<file path="src/tjt_pkg.sv">
// Shared types, codes and sizes for the timer job table.
package tjt_pkg;

   localparam int JOBS  = 16;
   localparam int IDX_W = $clog2(JOBS);
   localparam int ID_W  = 4;
   localparam int RES_W = 8;
   localparam int DLY_W = 24;
   localparam int SDLY_W = 23;

   localparam logic [DLY_W-1:0] MAX_DELAY = 24'd8000000;

   // commands
   localparam logic [1:0] CMD_START = 2'd0;
   localparam logic [1:0] CMD_STOP  = 2'd1;
   localparam logic [1:0] CMD_TICK  = 2'd2;

   // job kinds
   localparam logic [1:0] KIND_ONESHOT  = 2'd0;
   localparam logic [1:0] KIND_PERIODIC = 2'd1;

   // result status
   localparam logic [2:0] STS_OK        = 3'd0;
   localparam logic [2:0] STS_FULL      = 3'd1;
   localparam logic [2:0] STS_BAD_DELAY = 3'd2;
   localparam logic [2:0] STS_BAD_KIND  = 3'd3;
   localparam logic [2:0] STS_NO_ID     = 3'd4;

   typedef struct packed {
      logic              periodic;
      logic [SDLY_W-1:0] delay;
      logic [DLY_W-1:0]  elapsed;
   } slot_entry_type;

   localparam int ENTRY_W = $bits(slot_entry_type);

   typedef struct packed {
      logic           hit;   // elapsed reached the delay on this tick
      logic           keep;  // slot stays valid afterwards
      slot_entry_type entry; // value to write back
   } slot_upd_type;

endpackage

</file>
<file path="src/timer_job_table.sv">
// Timer job table top level: command sequencer around the slot RAM.
//
// Input channel req_*: one command per transfer (start, stop, tick; code 3 is
// dropped without a result). Result channel rsp_*: start and stop give one
// result each; a tick gives one result per expired job in slot order, or a
// single empty result when nothing expires. rsp_tlast marks the final result
// of a command. csr_wr_en/csr_wr_data set the tick resolution (reset 1).
//
// Slot fields (delay, elapsed, periodic) sit in one RAM; valid bits are flops.
// Start and stop go through S_CMD, which registers the result when the output
// register is free. A tick walks slots 1..JOBS-1 at one slot per cycle unless
// stalled, via the RAM read port (next-slot read overlaps current write-back).
// One command is in flight at a time; the next is accepted once the previous
// one has handed its last result to the output register.
// Reset empties the table at once (valid bits cleared) and drops any result.
// If the receiver stalls, the result stays in the output register and a tick
// walk pauses on an expiry with an earlier one held, until the register frees.
module timer_job_table import tjt_pkg::*; (
   input  logic             clock,
   input  logic             reset,
   input  logic             req_tvalid,
   output logic             req_tready,
   input  logic [31:0]      req_tdata,   // delay_ms[23:0], job_kind[25:24], job_id[29:26]
   input  logic [1:0]       req_tuser,   // command
   output logic             rsp_tvalid,
   input  logic             rsp_tready,
   output logic [7:0]       rsp_tdata,   // status[2:0], result_id[6:3]
   output logic [0:0]       rsp_tuser,   // expired
   output logic             rsp_tlast,
   input  logic             csr_wr_en,
   input  logic [RES_W-1:0] csr_wr_data
);

   localparam logic [1:0] S_IDLE = 2'd0;
   localparam logic [1:0] S_CMD  = 2'd1;
   localparam logic [1:0] S_WALK = 2'd2;
   localparam logic [1:0] S_DONE = 2'd3;

   localparam logic [IDX_W-1:0] LAST_SLOT = IDX_W'(JOBS - 1);

   logic [1:0]       state_ff, state_in;
   logic [1:0]       cmd_ff, cmd_in;
   logic [DLY_W-1:0] delay_ff, delay_in;
   logic [1:0]       kind_ff, kind_in;
   logic [ID_W-1:0]  id_ff, id_in;
   logic [IDX_W-1:0] slot_ff, slot_in;
   logic [JOBS-1:0]  valid_ff, valid_in;
   logic             hold_v_ff, hold_v_in;
   logic [IDX_W-1:0] hold_id_ff, hold_id_in;
   logic [RES_W-1:0] res_ff, res_in;

   logic             rsp_v_ff, rsp_v_in;
   logic [2:0]       rsp_sts_ff, rsp_sts_in;
   logic [ID_W-1:0]  rsp_id_ff, rsp_id_in;
   logic             rsp_exp_ff, rsp_exp_in;
   logic             rsp_last_ff, rsp_last_in;

   logic                 ram_we, ram_re;
   logic [IDX_W-1:0]     ram_waddr, ram_raddr;
   slot_entry_type       ram_wdata, ram_rdata;
   logic [ENTRY_W-1:0]   ram_rdata_raw;
   slot_upd_type         upd;

   logic             out_free;
   logic             free_found;
   logic [IDX_W-1:0] free_idx;
   logic [IDX_W-1:0] stop_idx;
   logic             stop_ok;
   logic             walk_stall;
   logic [2:0]       start_sts;

   tjt_ram #(
      .WIDTH (ENTRY_W),
      .DEPTH (JOBS)
   ) u_ram (
      .clock   (clock),
      .wr_en   (ram_we),
      .wr_addr (ram_waddr),
      .wr_data (ram_wdata),
      .rd_en   (ram_re),
      .rd_addr (ram_raddr),
      .rd_data (ram_rdata_raw)
   );

   assign ram_rdata = slot_entry_type'(ram_rdata_raw);

   tjt_slot_upd u_upd (
      .entry      (ram_rdata),
      .valid      (valid_ff[slot_ff]),
      .resolution (res_ff),
      .upd        (upd)
   );

   assign out_free   = !rsp_v_ff || rsp_tready;
   assign req_tready = (state_ff == S_IDLE);

   // lowest free slot above the reserved one
   always_comb begin
      free_found = 1'b0;
      free_idx   = '0;
      for (int s = JOBS - 1; s >= 1; s--) begin
         if (!valid_ff[s]) begin
            free_found = 1'b1;
            free_idx   = IDX_W'(s);
         end
      end
   end

   always_comb begin
      stop_idx = IDX_W'(id_ff);
      stop_ok  = (id_ff != '0) && (int'(id_ff) < JOBS) && valid_ff[stop_idx];
      priority if (!free_found) begin
         start_sts = STS_FULL;
      end else if (delay_ff > MAX_DELAY) begin
         start_sts = STS_BAD_DELAY;
      end else if (kind_ff != KIND_ONESHOT && kind_ff != KIND_PERIODIC) begin
         start_sts = STS_BAD_KIND;
      end else begin
         start_sts = STS_OK;
      end
   end

   assign walk_stall = upd.hit && hold_v_ff && !out_free;

   always_comb begin
      state_in    = state_ff;
      cmd_in      = cmd_ff;
      delay_in    = delay_ff;
      kind_in     = kind_ff;
      id_in       = id_ff;
      slot_in     = slot_ff;
      valid_in    = valid_ff;
      hold_v_in   = hold_v_ff;
      hold_id_in  = hold_id_ff;
      res_in      = csr_wr_en ? csr_wr_data : res_ff;

      rsp_v_in    = rsp_v_ff && !rsp_tready;
      rsp_sts_in  = rsp_sts_ff;
      rsp_id_in   = rsp_id_ff;
      rsp_exp_in  = rsp_exp_ff;
      rsp_last_in = rsp_last_ff;

      ram_we    = 1'b0;
      ram_waddr = slot_ff;
      ram_wdata = upd.entry;
      ram_re    = 1'b0;
      ram_raddr = slot_ff;

      unique case (state_ff)
         S_IDLE: begin
            if (req_tvalid) begin
               cmd_in   = req_tuser;
               delay_in = req_tdata[23:0];
               kind_in  = req_tdata[25:24];
               id_in    = req_tdata[29:26];
               unique case (req_tuser)
                  CMD_START, CMD_STOP: state_in = S_CMD;
                  CMD_TICK: begin
                     slot_in   = IDX_W'(1);
                     ram_re    = 1'b1;
                     ram_raddr = IDX_W'(1);
                     hold_v_in = 1'b0;
                     state_in  = S_WALK;
                  end
                  default: state_in = S_IDLE;
               endcase
            end
         end
         S_CMD: begin
            if (out_free) begin
               rsp_v_in    = 1'b1;
               rsp_exp_in  = 1'b0;
               rsp_last_in = 1'b1;
               rsp_id_in   = '0;
               if (cmd_ff == CMD_START) begin
                  rsp_sts_in = start_sts;
                  if (start_sts == STS_OK) begin
                     ram_we                 = 1'b1;
                     ram_waddr              = free_idx;
                     ram_wdata.periodic     = (kind_ff == KIND_PERIODIC);
                     ram_wdata.delay        = delay_ff[SDLY_W-1:0];
                     ram_wdata.elapsed      = '0;
                     valid_in[free_idx]     = 1'b1;
                     rsp_id_in              = ID_W'(free_idx);
                  end
               end else begin
                  if (stop_ok) begin
                     valid_in[stop_idx] = 1'b0;
                     rsp_sts_in         = STS_OK;
                  end else begin
                     rsp_sts_in         = STS_NO_ID;
                  end
               end
               state_in = S_IDLE;
            end
         end
         S_WALK: begin
            if (!walk_stall) begin
               if (valid_ff[slot_ff]) begin
                  ram_we = 1'b1;
                  if (!upd.keep) begin
                     valid_in[slot_ff] = 1'b0;
                  end
               end
               if (upd.hit) begin
                  // previous expiry is now known not to be the last one
                  if (hold_v_ff) begin
                     rsp_v_in    = 1'b1;
                     rsp_sts_in  = STS_OK;
                     rsp_id_in   = ID_W'(hold_id_ff);
                     rsp_exp_in  = 1'b1;
                     rsp_last_in = 1'b0;
                  end
                  hold_v_in  = 1'b1;
                  hold_id_in = slot_ff;
               end
               if (slot_ff == LAST_SLOT) begin
                  state_in = S_DONE;
               end else begin
                  slot_in   = slot_ff + IDX_W'(1);
                  ram_re    = 1'b1;
                  ram_raddr = slot_ff + IDX_W'(1);
               end
            end
         end
         S_DONE: begin
            if (out_free) begin
               rsp_v_in    = 1'b1;
               rsp_sts_in  = STS_OK;
               rsp_id_in   = hold_v_ff ? ID_W'(hold_id_ff) : '0;
               rsp_exp_in  = hold_v_ff;
               rsp_last_in = 1'b1;
               hold_v_in   = 1'b0;
               state_in    = S_IDLE;
            end
         end
         default: state_in = S_IDLE;
      endcase
   end

   always_ff @(posedge clock) begin
      if (reset) begin
         state_ff  <= S_IDLE;
         valid_ff  <= '0;
         hold_v_ff <= 1'b0;
         res_ff    <= RES_W'(1);
         rsp_v_ff  <= 1'b0;
      end else begin
         state_ff  <= state_in;
         valid_ff  <= valid_in;
         hold_v_ff <= hold_v_in;
         res_ff    <= res_in;
         rsp_v_ff  <= rsp_v_in;
      end
   end

   always_ff @(posedge clock) begin
      cmd_ff      <= cmd_in;
      delay_ff    <= delay_in;
      kind_ff     <= kind_in;
      id_ff       <= id_in;
      slot_ff     <= slot_in;
      hold_id_ff  <= hold_id_in;
      rsp_sts_ff  <= rsp_sts_in;
      rsp_id_ff   <= rsp_id_in;
      rsp_exp_ff  <= rsp_exp_in;
      rsp_last_ff <= rsp_last_in;
   end

   assign rsp_tvalid = rsp_v_ff;
   assign rsp_tdata  = {1'b0, rsp_id_ff, rsp_sts_ff};
   assign rsp_tuser  = rsp_exp_ff;
   assign rsp_tlast  = rsp_last_ff;

endmodule

</file>
<file path="src/tjt_ram.sv">
// Generic single-write, single-read RAM with registered read data.
module tjt_ram #(
   parameter int WIDTH = 8,
   parameter int DEPTH = 16
) (
   input  logic                     clock,
   input  logic                     wr_en,
   input  logic [$clog2(DEPTH)-1:0] wr_addr,
   input  logic [WIDTH-1:0]         wr_data,
   input  logic                     rd_en,
   input  logic [$clog2(DEPTH)-1:0] rd_addr,
   output logic [WIDTH-1:0]         rd_data
);

   logic [WIDTH-1:0] mem_ff [DEPTH];
   logic [WIDTH-1:0] rd_data_ff;

   always_ff @(posedge clock) begin
      if (wr_en) begin
         mem_ff[wr_addr] <= wr_data;
      end
      if (rd_en) begin
         rd_data_ff <= mem_ff[rd_addr];
      end
   end

   assign rd_data = rd_data_ff;

endmodule

</file>
<file path="src/tjt_slot_upd.sv">
// Per-slot tick update: advance elapsed time and detect expiry.
module tjt_slot_upd import tjt_pkg::*; (
   input  slot_entry_type   entry,
   input  logic             valid,
   input  logic [RES_W-1:0] resolution,
   output slot_upd_type     upd
);

   logic [DLY_W:0]   sum;
   logic [DLY_W-1:0] elapsed_new;
   logic             hit;

   always_comb begin
      sum         = {1'b0, entry.elapsed} + (DLY_W+1)'(resolution);
      elapsed_new = sum[DLY_W-1:0];
      hit         = valid && (elapsed_new >= DLY_W'(entry.delay));

      upd.hit              = hit;
      upd.keep             = valid && !(hit && !entry.periodic);
      upd.entry.periodic   = entry.periodic;
      upd.entry.delay      = entry.delay;
      upd.entry.elapsed    = hit ? '0 : elapsed_new;
   end

endmodule

</file>
<file path="config.mk">
export PLATFORM = sky130hd
export DESIGN_NAME = timer_job_table
export DESIGN_NICKNAME = d
export VERILOG_FILES = /design/src/tjt_pkg.sv /design/src/timer_job_table.sv /design/src/tjt_ram.sv /design/src/tjt_slot_upd.sv
export SDC_FILE = /design/constraint.sdc
export NUM_CORES = 1
export LEC_CHECK = 0
export BUFFER_PORTS_ARGS = -buffer_cell sky130_fd_sc_hd__buf_2
export CAP_MARGIN = 5
export CORE_MARGIN = 4
export CORE_UTILIZATION = 35
export CTS_CLUSTER_DIAMETER = 60
export DETAILED_ROUTE_END_ITERATION = 12
export GPL_TIMING_DRIVEN = 0
export SLEW_MARGIN = 20
export SYNTH_ARGS = -nofsm -noshare
export SYNTH_HDL_FRONTEND = slang
export SYNTH_SLANG_ARGS = --single-unit
export TNS_END_PERCENT = 100
</file>
<file path="constraint.sdc">
create_clock -name clock -period 10.6 [get_ports clock]
set_clock_uncertainty 0.2 [all_clocks]
set_input_delay 0.53 -clock clock [delete_from_list [all_inputs] [get_ports clock]]
set_output_delay 0.53 -clock clock [all_outputs]
set_load 0.01 [all_outputs]
</file>
Word level (Yosys, flattened, before mapping). Memories as Yosys holds them, arrays and structs flattened. A register that Yosys moved wholly into a read port is not among the register bits. Index checks and enable logic that the tools add are counted.

Register bits: 77. Bits in writable memories: 768. Input port bits: 47. Output and inout port bits: 12. Word-level logic and storage cells: 211. Memories kept: 1.

Add/sub/neg operators: 2. Order comparisons: 8. Eq/ne operators: 21. Mux-type cells: 122. Bitwise gates (word level): 6. Reduce and logical (&&, ||, !) cells: 36.

Memory list: u_ram.mem_ff (depth 16, width 48, rd ports 1, clocked after memory_dff 1, wr ports 1, line tjt_ram.sv:15) `logic [WIDTH-1:0] mem_ff [DEPTH];`.

Operators by type and width (count): 48-bit two-way mux (4); 4-bit two-way mux (31); 16-bit two-way mux (7); 1-bit two-way mux (48); 16-bit bitwise AND (2); 16-bit inverter (2); 16-bit case mux with 2 select lines (1); 24-bit by 8-bit adder with 24-bit output (1); 24-bit by 23-bit greater-or-equal comparator with 1-bit output (1); 24-bit by 23-bit > comparator with 1-bit output (second input constant) (1); 24-bit two-way mux (1); 3-bit two-way mux (7); 16-bit bitwise OR (1); 4-bit by 5-bit less-than comparator with 1-bit output (second input constant) (3); 2-bit two-way mux (7); 2-bit != test (second input constant) (7); 1-bit demux with 4-bit select (3); 4-bit by 1-bit greater-or-equal comparator with 1-bit output (second input constant) (3); 4-bit case mux with 3 select lines (1); 6-bit AND reduction (2); 1-bit logical AND (11); 2-bit by 1-bit != test with 1-bit output (second input constant) (5); 3-bit case mux with 3 select lines (1); 1-bit binary-select mux with 4-bit select (2); other kinds (24) (43).

Depth between registers and ports, before layout.
Word-level depth: 24. Mapped depth: 25. Mapped depth without buffers: 21.

Cells and area by module. From an unflattened synthesis, not the netlist that was laid out.

Cell total of the unflattened synthesis: 1947. Area, all modules: 36572.6 µm².

By module, submodules not included: tjt_ram (instances 1, cells an instance 1242, area each 30171.4 µm², sequential area each 24503.5 µm²); timer_job_table (instances 1, cells an instance 472, area each 4698.3 µm², sequential area each 1991.9 µm²); tjt_slot_upd (instances 1, cells an instance 233, area each 1702.9 µm², sequential area each 0.0 µm²).

Least setup slack after synthesis. OpenSTA, ideal clock, no wires.

Kind: flip-flop to flip-flop. Start point: register u_ram.rd_data_ff[0], in the netlist u_ram.rd_data[0] (read register of u_ram.mem_ff). End point: register u_ram.rd_data_ff[0], in the netlist u_ram.rd_data[0] (read register of u_ram.mem_ff) (enable). Library setup time: 0.520 ns. Arrival time: 7.407 ns. Required time: 9.880 ns. Setup slack: 2.473 ns. Cell stages (with the launch flop): 21. Path buffers: 3. Clock period less this slack: 8.127 ns. Path through: edfxtp_1 ha_1 fa_1 a21o_1 a21oi_1 o21bai_1 a21oi_1 o21bai_1 a21o_1 and3_1 xor2_1 ha_1 nand2_1 o21ai_0 a2111oi_0 o221a_2 a21oi_2 buf_2 clkbuf_1 buf_1 o21ai_0.

Cells in the longest elaborated chain, start to end: 7. Elaborated cells between the ends (all ways): 9. Classes of those cells: 1 x add/sub; 1 x order compare; 4 x mux; 3 x reduce/logical.

RTL lines: start: declaration (line tjt_ram.sv:16) `logic [WIDTH-1:0] rd_data_ff;`; 24-bit by 8-bit adder with 24-bit output (line tjt_slot_upd.sv:14) `sum = {1'b0, entry.elapsed} + (DLY_W+1)'(resolution);`; 24-bit by 23-bit greater-or-equal comparator with 1-bit output (line tjt_slot_upd.sv:16) `hit = valid && (elapsed_new >= DLY_W'(entry.delay));`; 1-bit logical AND (line tjt_slot_upd.sv:16); 1-bit logical AND (2 in a row) (line timer_job_table.sv:123) `assign walk_stall = upd.hit && hold_v_ff && !out_free;`; 1-bit two-way mux (line timer_job_table.sv:198) `if (!walk_stall) begin`; 1-bit case mux with 2 select lines (line timer_job_table.sv:149) `unique case (state_ff)`; via ram_re (line timer_job_table.sv:58) `logic ram_we, ram_re;`.

The timed path passes the listed nets, and every way through them passes these cells. A chain may end at the register's enable or synchronous reset.

Worst setup path after layout.
Start point: register res_ff[4]. End point: register u_ram.rd_data_ff[25], in the netlist u_ram.rd_data[25] (read register of u_ram.mem_ff), data pin.

Cells in the longest elaborated chain, start to end: 7. Elaborated cells between the ends (all ways): 9. Classes of those cells: 1 x add/sub; 1 x order compare; 4 x mux; 3 x reduce/logical.

RTL lines: start: declaration (line timer_job_table.sv:50) `logic [RES_W-1:0] res_ff, res_in;`; start signal: assignment (line timer_job_table.sv:252) `res_ff <= res_in;`; 24-bit by 8-bit adder with 24-bit output * (line tjt_slot_upd.sv:14); 24-bit by 23-bit greater-or-equal comparator with 1-bit output * (line tjt_slot_upd.sv:16); 1-bit logical AND * (line tjt_slot_upd.sv:16); 1-bit logical AND * (2 in a row) (line timer_job_table.sv:123); 4-bit two-way mux / 1-bit two-way mux (equally long branches) (line timer_job_table.sv:198); 4-bit case mux with 2 select lines / 1-bit case mux with 2 select lines (equally long branches).

Every way passes the cells marked *; elsewhere a longest branch is shown, timed or not.

==> reports/results.ini <==
[yosys]
async_flop_share_pct=0
ys_warn_count=0
syn-num-nets=2927
synth.avg_cell_area_sq_um=13.8
synth_ff_type=edfxtp_1
syn_inst=2839
syn_area_sq_um=39300
ys_types=67
synth_seq_cells=893
yosysSeqAreaShare_pct=67.5
synth_edf_count=861

[routing]
drt-total-wl_um=127000
via_per_inst=5.86
drc=0
wl_per_cell_um=27.3
final_antenna_net_count=0
dr.pass1.iters=5
vias=27300
drt_iter0_drc=3504

[placement]
portBuffers=53
dp.cells=4439
dp_hpwl_um=90200
place.gp.congestion=0.918

[timing]
fmax_ghz=0.115
rsz0062_at_grt=no
setup_viol=0
finalCriticalPeriod_ns=8.71
maxSlewHeadroom_pct=19.7
hold_viol=0
worstMarginPinSlew_ns=1.20
final-max-slew-violation-count=0
finalSetupTns_ns=0
fin_crit_sh_pct=82.1

[die]
start_util_pct=35.4
fp-row-count=122
ios=59
die_area_sq_um=118000
die_w_um=343
fp.dieH_um=343
coreArea_sq_um=111000

[grt]
grt_pass1_wl_um=183000
grt_usage_pct=21.2
grt_max_degree=35
grt_overflow=0
grt_pass1_vias=26400
antenna_found_initial=3

[setup_path]
critPathBufInv=3
rrSetupSlack_ns=1.89
path_cells=ha_1 -> o211ai_1 -> o21a_1 -> a21boi_0 -> o21ai_0 -> or2_2 -> nor2_1 -> nand3_1 -> xnor2_1 -> ha_1 -> and3_1 -> a221oi_1 -> o221a_2 -> a21oi_2 -> o211ai_4 -> buf_2 -> clkbuf_1 -> buf_2 -> a2111oi_0 -> nor4_1
cp_max_fo=10
reg2reg_to=u_ram.rd_data[25]$_DFFE_PP_
end_kind=flip-flop
cp.arrival_ns=8.87
slowest_stage=clkbuf_1
reg2reg_depth=20
cp-start-kind=flip-flop
max_stage_delay_ns=0.93
critical-path-top-delay-family=compound AO/OA/AOI/OAI gates
crit_type=flip-flop to flip-flop
cp.required_ns=10.76
r2r-start=res_ff[4]$_SDFFE_PP0P_

[final_layout]
fin_util_pct=41.8
final_common_cell=edfxtp_1
most-common-layout-cells=edfxtp_1, inv_1, clkbuf_1
drive_gt1_share_pct=12.9
area_growth_syn_to_layout_pct=18.0
nets=3179
finalNonFillerCells=4665

[hold_path]
whs_endpoint=rsp_tvalid$_SDFF_PP0_
min_delay_path_depth=4
hold_class=input pin to flip-flop
hp-start=rsp_tready

[clock_network]
root_buffer=clkbuf_16
clock_latency_ns=0.68
post_cts_buffers=0
cts_max_level=3
clk_pin_slew_ns=0.06
cts_made_buffers=98
clock_path_buffers=3
cts_tree=yes
clock-sinks=893

[power]
ir_drop_mv=0.161
power.share.sequential_pct=34.8
p_sw_uw=5730
p_int_uw=8330
swShare_pct=40.8
p_clk_share_pct=24.8
p_leak_uw=0.0156
p_comb_share_pct=40.4
power_density_nw_per_um2=303

[run]
max-cap-violations=0

[run_status]
outcome=finished clean

-- registers in the layout, indices dropped and copies added (netlist names), 3 cells and up --
register and flops:
slot_ff 4, id_ff 4, valid_ff 16, delay_ff 24, hold_id_ff 4, rsp_sts_ff 3
u_ram.mem_ff 768, u_ram.rd_data 48, res_ff 8, rsp_id_ff 4
-- metrics by stage --
step / worst slack [ns] / hold WS, ns / instance area [sq um] / total power, uW
finish: 1.89 / 0.0943 / 46300 / 14100
global route: 1.76 / 0.139 / 46300 / 14600
CTS: 2.15 / 0.0552 / 46300 / 14000
detailed placement: 2.20 / 0.223 / 42600 / 10500
global placement: -2.30 / 0.219 / 41400 / 10300
floorplan: 2.47 / 0.206 / 39300 / 8000
-- layout make-up --
cell class / instances / area (sq um)
plain buffers: 254 / 1090
repair buffers: 152 / 1640
inverters: 246 / 926
clock inverters: 58 / 656
diodes: 3 / 7.51
flip-flops and latches: 893 / 26500
multi-input cells: 1446 / 11000
clock buffers: 125 / 2650
well taps: 1488 / 1860
fillers: 10200 / 64600
-- what timing repair did --
| item | 4_1_cts | 5_1_grt |
|---|---|---|
| hold buffers | 40 | 0 |
| resized for setup | 0 | 0 |
| hold endpoints to repair | 41 | 0 |
-- cells by family after synthesis --
kind of cell / Yosys count / synth area share [%]
AO/OA/AOI/OAI: 766 / 15.0
XOR/XNOR: 21 / 0.468
adder cells (fa/ha/maj): 41 / 1.33
buffers and inverters: 500 / 5.14
flip-flops: 893 / 67.5
multiplexers: 116 / 3.56
other: 1 / 0.00955
AND/OR/NAND/NOR: 501 / 7.04
-- cell usage after synthesis, types with 6 or more instances --
cell	number	area share, %
o2111ai_1	192	4.3
nand4_1	12	0.19
mux2i_1	9	0.23
a2111oi_0	99	2.2
nor2b_1	23	0.37
nand2b_1	10	0.16
clkbuf_1	199	1.9
nor4_1	55	0.88
mux2_2	30	0.86
dfxtp_1	32	1.6
buf_1	7	0.067
xor2_1	7	0.16
ha_1	40	1.3
o21ai_0	54	0.69
inv_1	244	2.3
a21o_1	7	0.13
mux2_1	68	1.9
and3_1	197	3.1
xnor2_1	14	0.31
buf_6	11	0.32
a211oi_1	109	2.1
a31oi_1	6	0.096
o211ai_1	199	3.8
nand3_1	18	0.23
buf_2	31	0.40
nor3_1	27	0.34
a21oi_1	54	0.69
edfxtp_1	861	66
nand2_1	66	0.63
nor2_1	68	0.65
mux4_2	9	0.52
-- tightest hold or removal path, stage by stage --
cell      delay (ns)
buf_2           0.08
nor2b_1         0.09
nor2_1          0.12
a211oi_1        0.06
-- power by group through the flow --
stage | clock, uW | sequential, uW | combinational (uW)
after floorplan | 0 | 4910 | 3090
after global routing | 3670 | 4900 | 6000
final | 3490 | 4890 | 5680
after global placement | 0 | 5010 | 5260
after detailed placement | 0 | 4960 | 5530
after CTS | 3520 | 4890 | 5560
-- worst max-delay path by stage --
stage,start,endpoint,slack [ns],cells past startpoint
after floorplan,u_ram.rd_data[0]$_DFFE_PP_,u_ram.rd_data[0]$_DFFE_PP_,2.47,20
after global placement,u_ram.rd_data[7]$_DFFE_PP_,u_ram.rd_data[33]$_DFFE_PP_,-2.30,18
after detailed placement,res_ff[4]$_SDFFE_PP0P_,u_ram.rd_data[25]$_DFFE_PP_,2.20,20
after CTS,res_ff[4]$_SDFFE_PP0P_,u_ram.rd_data[25]$_DFFE_PP_,2.15,20
after global routing,u_ram.rd_data[7]$_DFFE_PP_,u_ram.rd_data[25]$_DFFE_PP_,1.76,20
final,res_ff[4]$_SDFFE_PP0P_,u_ram.rd_data[25]$_DFFE_PP_,1.89,20
-- per-layer routing --
layer | track usage, % | up-vias | wire, um
li1 | - | 11900 | -
met4 | 7.68 | 0 | 4680
met5 | 0 | - | 0
met1 | 29.3 | 13700 | 53200
met2 | 33.5 | 1445 | 58200
met3 | 3.91 | 270 | 11100
Power figures use the tool's default switching activity.
